===== src/hdl/aes256_ctr_stream_cipher_unit_defines.svh =====
// Assertion macros shared by the cipher unit
`ifndef AES256_CTR_STREAM_CIPHER_UNIT_DEFINES_SVH
`define AES256_CTR_STREAM_CIPHER_UNIT_DEFINES_SVH

// Check that cons holds in the same cycle as ante
`define ACTR_ASSERT_IMP(lbl, clk, rst, ante, cons, msg) \
   lbl: assert property (@(posedge clk) disable iff (rst) (ante) |-> (cons)) \
      else $error(msg);

// Check that cons holds in the cycle after ante
`define ACTR_ASSERT_NXT(lbl, clk, rst, ante, cons, msg) \
   lbl: assert property (@(posedge clk) disable iff (rst) (ante) |=> (cons)) \
      else $error(msg);

`endif


===== src/hdl/actr_pkg.sv =====
package actr_pkg;

   // Round sequencing
   localparam logic [3:0] ROUND_FIRST = 4'd1;
   localparam logic [3:0] ROUND_LAST  = 4'd14;

   // Key schedule and field constants
   localparam logic [7:0] RCON_INIT = 8'h01;
   localparam logic [7:0] XT_POLY   = 8'h1b;

   // Register indexes of the configuration port
   localparam logic [1:0] REG_KEY_0_7   = 2'd0;
   localparam logic [1:0] REG_KEY_8_15  = 2'd1;
   localparam logic [1:0] REG_KEY_16_23 = 2'd2;
   localparam logic [1:0] REG_KEY_24_31 = 2'd3;

   // Controller states
   typedef enum logic [2:0] {
      ST_IDLE = 3'b001,
      ST_RUN  = 3'b010,
      ST_FIN  = 3'b100
   } state_type;

   // Commands from controller to datapath
   typedef struct packed {
      logic load;
      logic step;
      logic last;
      logic emit;
   } cmd_type;

   localparam logic [7:0] SBOX [256] = '{
      8'h63,8'h7c,8'h77,8'h7b,8'hf2,8'h6b,8'h6f,8'hc5,8'h30,8'h01,8'h67,8'h2b,8'hfe,8'hd7,8'hab,8'h76,
      8'hca,8'h82,8'hc9,8'h7d,8'hfa,8'h59,8'h47,8'hf0,8'had,8'hd4,8'ha2,8'haf,8'h9c,8'ha4,8'h72,8'hc0,
      8'hb7,8'hfd,8'h93,8'h26,8'h36,8'h3f,8'hf7,8'hcc,8'h34,8'ha5,8'he5,8'hf1,8'h71,8'hd8,8'h31,8'h15,
      8'h04,8'hc7,8'h23,8'hc3,8'h18,8'h96,8'h05,8'h9a,8'h07,8'h12,8'h80,8'he2,8'heb,8'h27,8'hb2,8'h75,
      8'h09,8'h83,8'h2c,8'h1a,8'h1b,8'h6e,8'h5a,8'ha0,8'h52,8'h3b,8'hd6,8'hb3,8'h29,8'he3,8'h2f,8'h84,
      8'h53,8'hd1,8'h00,8'hed,8'h20,8'hfc,8'hb1,8'h5b,8'h6a,8'hcb,8'hbe,8'h39,8'h4a,8'h4c,8'h58,8'hcf,
      8'hd0,8'hef,8'haa,8'hfb,8'h43,8'h4d,8'h33,8'h85,8'h45,8'hf9,8'h02,8'h7f,8'h50,8'h3c,8'h9f,8'ha8,
      8'h51,8'ha3,8'h40,8'h8f,8'h92,8'h9d,8'h38,8'hf5,8'hbc,8'hb6,8'hda,8'h21,8'h10,8'hff,8'hf3,8'hd2,
      8'hcd,8'h0c,8'h13,8'hec,8'h5f,8'h97,8'h44,8'h17,8'hc4,8'ha7,8'h7e,8'h3d,8'h64,8'h5d,8'h19,8'h73,
      8'h60,8'h81,8'h4f,8'hdc,8'h22,8'h2a,8'h90,8'h88,8'h46,8'hee,8'hb8,8'h14,8'hde,8'h5e,8'h0b,8'hdb,
      8'he0,8'h32,8'h3a,8'h0a,8'h49,8'h06,8'h24,8'h5c,8'hc2,8'hd3,8'hac,8'h62,8'h91,8'h95,8'he4,8'h79,
      8'he7,8'hc8,8'h37,8'h6d,8'h8d,8'hd5,8'h4e,8'ha9,8'h6c,8'h56,8'hf4,8'hea,8'h65,8'h7a,8'hae,8'h08,
      8'hba,8'h78,8'h25,8'h2e,8'h1c,8'ha6,8'hb4,8'hc6,8'he8,8'hdd,8'h74,8'h1f,8'h4b,8'hbd,8'h8b,8'h8a,
      8'h70,8'h3e,8'hb5,8'h66,8'h48,8'h03,8'hf6,8'h0e,8'h61,8'h35,8'h57,8'hb9,8'h86,8'hc1,8'h1d,8'h9e,
      8'he1,8'hf8,8'h98,8'h11,8'h69,8'hd9,8'h8e,8'h94,8'h9b,8'h1e,8'h87,8'he9,8'hce,8'h55,8'h28,8'hdf,
      8'h8c,8'ha1,8'h89,8'h0d,8'hbf,8'he6,8'h42,8'h68,8'h41,8'h99,8'h2d,8'h0f,8'hb0,8'h54,8'hbb,8'h16
   };

   // Multiply by x in GF(2^8)
   function automatic logic [7:0] xt(input logic [7:0] b);
      return {b[6:0], 1'b0} ^ (b[7] ? XT_POLY : 8'h00);
   endfunction

   // Substitute each byte of a word
   function automatic logic [31:0] sub_word(input logic [31:0] w);
      return {SBOX[w[31:24]], SBOX[w[23:16]], SBOX[w[15:8]], SBOX[w[7:0]]};
   endfunction

endpackage


===== src/hdl/actr_ctrl.sv =====
`include "aes256_ctr_stream_cipher_unit_defines.svh"

module actr_ctrl
   import actr_pkg::*;
(
   input  logic    clock,
   input  logic    reset,
   input  logic    req_valid,
   output logic    req_ready,
   input  logic    rsp_ready,
   output logic    rsp_valid,
   output cmd_type cmd
);

   state_type  state_ff, state_in;
   logic [3:0] round_ff, round_in;
   logic       rsp_valid_ff, rsp_valid_in;
   logic       out_free;

   // The output register is free when empty or being drained
   assign out_free  = !rsp_valid_ff || rsp_ready;
   assign req_ready = (state_ff == ST_IDLE) || ((state_ff == ST_FIN) && out_free);
   assign rsp_valid = rsp_valid_ff;

   // Decode commands
   always_comb begin
      cmd.load = req_valid && req_ready;
      cmd.step = (state_ff == ST_RUN);
      cmd.last = (round_ff == ROUND_LAST);
      cmd.emit = (state_ff == ST_FIN) && out_free;
   end

   // Sequence the rounds
   always_comb begin
      state_in     = state_ff;
      round_in     = round_ff;
      rsp_valid_in = rsp_valid_ff;
      if (rsp_ready) begin
         rsp_valid_in = 1'b0;
      end
      case (state_ff)
         ST_IDLE: begin
            if (cmd.load) begin
               state_in = ST_RUN;
               round_in = ROUND_FIRST;
            end
         end
         ST_RUN: begin
            if (round_ff == ROUND_LAST) begin
               state_in = ST_FIN;
            end else begin
               round_in = round_ff + 4'd1;
            end
         end
         ST_FIN: begin
            if (cmd.emit) begin
               rsp_valid_in = 1'b1;
               state_in     = ST_IDLE;
               if (cmd.load) begin
                  state_in = ST_RUN;
                  round_in = ROUND_FIRST;
               end
            end
         end
         default: begin
            state_in = ST_IDLE;
         end
      endcase
   end

   always_ff @(posedge clock) begin
      if (reset) begin
         state_ff     <= ST_IDLE;
         round_ff     <= ROUND_FIRST;
         rsp_valid_ff <= 1'b0;
      end else begin
         state_ff     <= state_in;
         round_ff     <= round_in;
         rsp_valid_ff <= rsp_valid_in;
      end
   end

   `ACTR_ASSERT_NXT(a_load_starts, clock, reset, cmd.load, (state_ff == ST_RUN) && (round_ff == ROUND_FIRST), "load did not start the rounds")
   `ACTR_ASSERT_NXT(a_emit_valid, clock, reset, cmd.emit, rsp_valid_ff, "emitted item not presented")
   `ACTR_ASSERT_IMP(a_round_range, clock, reset, state_ff == ST_RUN, (round_ff >= ROUND_FIRST) && (round_ff <= ROUND_LAST), "round count out of range")
   `ACTR_ASSERT_IMP(a_emit_free, clock, reset, cmd.emit, !rsp_valid_ff || rsp_ready, "emit overwrote a waiting item")

endmodule


===== config.mk =====
export PLATFORM = sky130hd
export DESIGN_NAME = actr_ctrl
export DESIGN_NICKNAME = d
export VERILOG_FILES = /design/src/hdl/actr_pkg.sv /design/src/hdl/actr_ctrl.sv
export VERILOG_INCLUDE_DIRS = /design/src /design/src/hdl
export SDC_FILE = /design/constraint.sdc
export NUM_CORES = 1
export LEC_CHECK = 0
export ABC_CLOCK_PERIOD_IN_PS = 4450
export BUFFER_PORTS_ARGS = -buffer_cell sky130_fd_sc_hd__buf_2
export CORE_AREA = 4 4 41 43
export DETAILED_ROUTE_END_ITERATION = 10
export DIE_AREA = 0 0 45 47
export SYNTH_ARGS = -nofsm -noshare
export SYNTH_HDL_FRONTEND = slang
export SYNTH_SLANG_ARGS = --single-unit

===== constraint.sdc =====
create_clock -name clock -period 4.45 [get_ports clock]
set_clock_uncertainty 0.15 [all_clocks]
set_input_delay 0.6675 -clock clock [delete_from_list [all_inputs] [get_ports clock]]
set_output_delay 0.6675 -clock clock [all_outputs]
set_load 0.01 [all_outputs]

Yosys cells after proc, flatten, opt, wreduce, memory -nomap -nowiden
Index checks and enable logic that the tools add are counted.
- register bits after elaboration: 8
- latch bits: 0
- memory bits (writable): 0
- ROM bits: 0
- bits of input ports: 4
- memories: 0
- add/sub/neg operators: 1
- multipliers: 0
- divide/modulo/power cells: 0
- magnitude comparators: 0
- equality and inequality tests: 8
- shift operators: 0
- multiplexer cells: 12
- bitwise operators: 0
- reduce and logical (&&, ||, !) cells: 8
- operators with widths (kind ; count):
    4-bit 2-to-1 mux ; 3
    4-bit case mux with 3 select lines ; 1
    3-bit 2-to-1 mux ; 3
    3-bit case mux with 3 select lines ; 1
    2-bit != test (second input constant) ; 4
    3-bit AND reduction ; 2
    4-bit by 1-bit adder with 4-bit output (second input constant) ; 1
    4-bit == test (second input constant) ; 1
    3-bit by 1-bit == test with 1-bit output (second input constant) ; 1
    3-bit by 2-bit == test with 1-bit output (second input constant) ; 1
    3-bit == test (second input constant) ; 1
    1-bit 2-to-1 mux ; 3
    3-bit nonzero test ; 1
    1-bit logical AND ; 2
    1-bit logical OR ; 2
    2-bit 2-to-1 mux ; 1
    1-bit logical NOT ; 1

Logic depth before layout (Yosys ltp)
Gate-level depths: netlist of run 1.
- depth after elaboration: 8
- gate-level depth with buffers: 6
- depth with buffers taken out: 6

Least setup slack after synthesis of run 1
Ideal clock, no wire load.
- path kind: input to output
- start: input port rsp_ready
- end: output port cmd[3] in the netlist's numbering
- data arrival time: 1.323 ns
- setup slack: 2.310 ns
- stages on the path: 4
- path buffers: 0
- cell sequence: or2b_1 a21oi_1 or3b_4 inv_2
- RTL lines (item ; line ; source):
    from (decl) ; actr_ctrl.sv:10 ; input logic rsp_ready,
    to (decl) ; actr_ctrl.sv:12 ; output cmd_type cmd

==> impl_metrics.ini, run 1 <==
[status]
status = completed

[floorplanning]
start_util_pct = 32.98
coreArea_um2 = 1301
fp.dieArea_um2 = 2115
die_w_um = 45
rows = 13
die_height_um = 47
boundaryPins = 10

[clock_network]
ctsResizeCount = 0
clkLatencyLatePin_ns = 0.25
cts_tree = built
cts.clk_slew.worst_paths_ns = 0.06
cts.sinks = 8
hold_buffers = 0
cts_max_level = 1
clk_path_buf_depth = 2
cts_root_buf = clkbuf_4
cts_buffers = 3
post_cts.repair.setup_buffers = 0

[placement]
place_ws_ns = 2.045
globalplace.congestion = 0.8170
io_buffers = 9
dp_hpwl_um = 612.5

[global_routing]
antenna_found_initial = 0
grt_start_max_net_pins = 13
gr-total-overflow = 0
top_usage_layer = met1
grt_use_met3_pct = 3.065
grt_pass1_wl_um = 1276
track_usage_pct = 8.399
grt_pass1_vias = 311
globalRouteMet1Util_pct = 11.70
grtUsageMet2_pct = 10.73

[logic_synthesis]
synth_nets = 55
syn_avg_cell_area_um2 = 8.758
yosysSeqAreaShare_pct = 37.32
yosysWarnings = 0
yosysUniqueCellTypes = 25
synth.area.top_cells = dfxtp_1, nand3b_1, o32ai_1
synth_edf_count = 0
synth_most_common_cell = dfxtp_1
synth-async-reset-ratio_pct = 0
synth_top_area_share_pct = 37.32
netlist_area_um2 = 429.2
synth_commonest_cells = dfxtp_1, nor2_1, nand3b_1, a21oi_1, o32ai_1
yosysTopAreaCell = dfxtp_1
synth_seq_cells = 8
yosys_most_used_dff = dfxtp_1
synth_cells = 49

[drt]
post-route-drc-count = 0
viasPerCell = 5.108
num_vias = 378
drt_iter0_drc = 8
routedWlPerCell_um = 11.00
ant_nets = 0
drt_wl_total_um = 814
first_pass_iters = 4

[timing]
slew_headroom_pct = 82.17
setup_viol = 0
whs_ns = 0.3215
rsz0062_at_grt = no
period_minus_slack_ns = 2.400
fin_tns_setup_ns = 0
clock.fmax_mhz = 416.7
fin_crit_sh_pct = 53.93
finalMaxSlewViolations = 0
tightest_slew_ns = 0.2675
hold_violations = 0
fin_ws_ns = 2.050

[worst_setup_path]
cp_top_family = simple AND/OR/NAND/NOR gates
crit_type = in2out
cp.depth = 6
crit_path_max_fanout = 4
crit_chain = buf_2, or2b_1, a21oi_1, or3b_4, inv_2, buf_2
end_kind = primary output
r2r-end = round_ff[0]$_SDFFE_PP1P_
cpMostUsedCell = buf_2
arrival_ns = 1.58
crit_buf_inv = 3
slowest_stage = or3b_4
r2r_start = round_ff[0]$_SDFFE_PP1P_
start_kind = input port
rrSetupSlack_ns = 2.86
cp.required_ns = 3.63
rr_worst_depth = 6
max_stage_delay_ns = 0.39

[power_and_ir_drop]
power.total_w = 0.0001483
ir_drop_mv = 0.1049
p_leak_nw = 0.2348
p_per_area_nw_per_um2 = 294.1

[min_path]
min_from = state_ff[0]$_SDFFE_PP1P_
hp-class = reg2reg
holdPathStages = 1
holdPathEnd = state_ff[2]$_SDFFE_PP0P_

[flow_run]
max_cap_violations = 0

[cells_and_area]
drive_gt1_share_pct = 23.73
n_antenna_cell = 0
syn_to_final_growth_pct = 17.49
fillers = 154
nets = 67
post-route-util_pct = 38.75
multi_input_area_um2 = 246.5
regArea_um2 = 160.2
-- worst max path at each step --
stage,startpoint,end
2_1_floorplan,rsp_ready,cmd[3]
3_3_place_gp,rsp_ready,cmd[3]
3_5_place_dp,rsp_ready,cmd[3]
4_1_cts,rsp_ready,cmd[3]
5_1_grt,rsp_ready,cmd[3]
6_report,rsp_ready,cmd[3]
-- stage by stage --
| stage | std cells | area [um^2] |
|---|---|---|
| 6_report | 74 | 504.2 |
| 5_1_grt | 74 | 504.2 |
| 4_1_cts | 74 | 504.2 |
| 3_5_place_dp | 71 | 481.7 |
| 3_3_place_gp | 71 | 481.7 |
| 2_1_floorplan | 49 | 429.2 |
-- flip-flops by register name (all words and copies together), names as in the netlist --
name and flops:
state_ff 3, rsp_valid 1, round_ff 4
-- metal layers --
layer	wire length [um]	vias up	part of all wire [%]
met1	396	178	49
li1	-	194	-
met3	44	0	5.4
met4	0	0	0
met5	0	-	0
met2	374	6	46
-- placed cells by master, fill, tap and decap left out, types with 2 or more instances in the layout --
cell      count
a21oi_1       3
and2b_1       2
nand3b_1      4
nor2_1        5
clkbuf_4      3
ha_1          2
inv_1         2
nor2b_1       2
o32ai_1       3
dfxtp_1       8
nand2b_1      2
nor3_1        2
buf_2         9
-- power breakdown --
part           internal, W  switching, W  leakage, nW  total (W)
Combinational   0.00000763    0.00000839        0.156  0.0000160
Clock            0.0000310     0.0000258       0.0138  0.0000567
Sequential       0.0000735    0.00000207       0.0650  0.0000755
Total             0.000112     0.0000362        0.235   0.000148
-- cell type report --
class / instances / area share (%)
multi-input cells: 36 / 48.88
flip-flops and latches: 8 / 31.76
inverters: 3 / 2.233
clock buffers: 3 / 4.466
well taps: 15 / 3.722
repair buffers: 9 / 8.933
-- cells by family (layout without fill, tap and decap cells) --
group | count (synthesis) | after routing | share of synthesized area [%]
AOI/OAI and AO/OA | 10 | 10 | 16.62
xor gates and xnor gates | 2 | 2 | 4.082
adders and majority gates | 2 | 2 | 5.830
buffers and inverters | 5 | 15 | 5.247
DFF | 8 | 8 | 37.32
and+or+nand+nor | 22 | 22 | 30.90
(Power assumes the default switching activity.)
==> run 2, diff against run 1 <==
--- a/config.mk
+++ b/config.mk
@@ -6,7 +6,7 @@
 export SDC_FILE = /design/constraint.sdc
 export NUM_CORES = 1
 export LEC_CHECK = 0
-export ABC_CLOCK_PERIOD_IN_PS = 4450
+export ABC_CLOCK_PERIOD_IN_PS = 2100
 export BUFFER_PORTS_ARGS = -buffer_cell sky130_fd_sc_hd__buf_2
 export CORE_AREA = 4 4 41 43
 export DETAILED_ROUTE_END_ITERATION = 10
==> constraint.sdc (replaced) <==
create_clock -name clock -period 2.1 [get_ports clock]
set_clock_uncertainty 0.15 [all_clocks]
set_input_delay 0.315 -clock clock [delete_from_list [all_inputs] [get_ports clock]]
set_output_delay 0.315 -clock clock [all_outputs]
set_load 0.01 [all_outputs]
==> impl_metrics.ini, run 2 (synthesis results as in run 1) <==
[floorplanning]
rows = 13
fp.dieArea_um2 = 2115
die_height_um = 47
boundaryPins = 10
start_util_pct = 32.98
die_w_um = 45
coreArea_um2 = 1301

[worst_setup_path]
rr_worst_depth = 6
rrSetupSlack_ns = 0.51
slowest_stage = or3b_4
start_kind = register
cp_top_family = simple AND/OR/NAND/NOR gates
cp.required_ns = 1.63
crit_type = reg2out
r2r-end = round_ff[0]$_SDFFE_PP1P_
crit_chain = and2b_1, a21oi_1, or3b_4, inv_2, buf_2
cp.depth = 5
crit_path_max_fanout = 5
end_kind = primary output
arrival_ns = 1.49
crit_start = state_ff[2]$_SDFFE_PP0P_
max_stage_delay_ns = 0.39
r2r_start = round_ff[0]$_SDFFE_PP1P_
crit_buf_inv = 2

[clock_network]
clkLatencyLatePin_ns = 0.25
cts_root_buf = clkbuf_4
cts_buffers = 3
clk_path_buf_depth = 2
post_cts.repair.setup_buffers = 0
cts.clk_slew.worst_paths_ns = 0.05
hold_buffers = 0
cts.sinks = 8
ctsResizeCount = 0
cts_tree = built
cts_max_level = 1

[drt]
num_vias = 357
ant_nets = 0
first_pass_iters = 3
post-route-drc-count = 0
routedWlPerCell_um = 10.61
drt_iter0_drc = 2
viasPerCell = 4.824
drt_wl_total_um = 785

[min_path]
holdPathStages = 2
hp-class = in2reg
min_from = reset
holdPathEnd = state_ff[1]$_SDFFE_PP0P_

[timing]
clock.fmax_mhz = 512.4
whs_ns = 0.2185
rsz0062_at_grt = no
setup_viol = 0
fin_crit_sh_pct = 92.94
finalMaxSlewViolations = 0
fin_tns_setup_ns = 0
tightest_slew_ns = 0.2558
hold_violations = 0
slew_headroom_pct = 82.95
period_minus_slack_ns = 1.952

[cells_and_area]
drive_gt1_share_pct = 23.73
multi_input_area_um2 = 246.5
regArea_um2 = 160.2
post-route-util_pct = 38.75
top_register = round_ff
final_common_cell = buf_2
largest_reg_flops = 4
n_antenna_cell = 0
final_cell_mix = buf_2, dfxtp_1, nor2_1
stdcell_area_um2 = 504.2
syn_to_final_growth_pct = 17.49
fillers = 141
nets = 67

[status]
status = completed

[power_and_ir_drop]
p_per_area_nw_per_um2 = 616.2
p_leak_nw = 0.2348
ir_drop_mv = 0.2435

[flow_run]
max_cap_violations = 0

[global_routing]
gr-total-overflow = 0
track_usage_pct = 9.588
antenna_found_initial = 0
grt_start_max_net_pins = 13
grt_pass1_wl_um = 1359
grt_pass1_vias = 316

[placement]
io_buffers = 9
place_area_um2 = 481.7
dp_hpwl_um = 607.2
globalplace.congestion = 0.8172
## run 2: final cells by class
class	count	share of cell area (%)
Multi-Input combinational cell	36	48.88
Sequential cell	8	31.76
Timing Repair Buffer	9	8.933
Clock buffer	3	4.466
Tap cell	15	3.722
Inverter	3	2.233
## run 2: power breakdown
part / internal, W / total (W) / switching, W
logic: 0.0000162 / 0.0000342 / 0.0000180
clock network: 0.0000653 / 0.000117 / 0.0000512
registers: 0.000156 / 0.000160 / 0.00000419
total: 0.000237 / 0.000311 / 0.0000734
## run 2: worst max-delay path by stage
stage,to,slack [ns]
after floorplan,cmd[3],0.58
after global routing,cmd[3],0.04
final,cmd[3],0.15
after detailed placement,cmd[3],0.40
after CTS,cmd[3],0.14
after global placement,cmd[3],0.42
## run 2: metal layers
| metal | vias to the layer above | global-route usage, % | share of wire (%) |
|---|---|---|---|
| met5 | - | 0 | 0 |
| met4 | 0 | 10.53 | 1.3 |
| met3 | 2 | 3.065 | 5.4 |
| met2 | 4 | 11.58 | 45 |
| met1 | 156 | 12.39 | 48 |
| li1 | 195 | - | - |
## run 2: per-stage QoR
stage / worst slack, ns / power [W] / std cells
4_1_cts: 0.1406 / 0.0003184 / 74
3_5_place_dp: 0.4012 / 0.0001978 / 71
3_3_place_gp: 0.4235 / 0.0001975 / 71
5_1_grt: 0.03731 / 0.0003305 / 74
2_1_floorplan: 0.5806 / 0.0001867 / 49
6_report: 0.1483 / 0.0003107 / 74
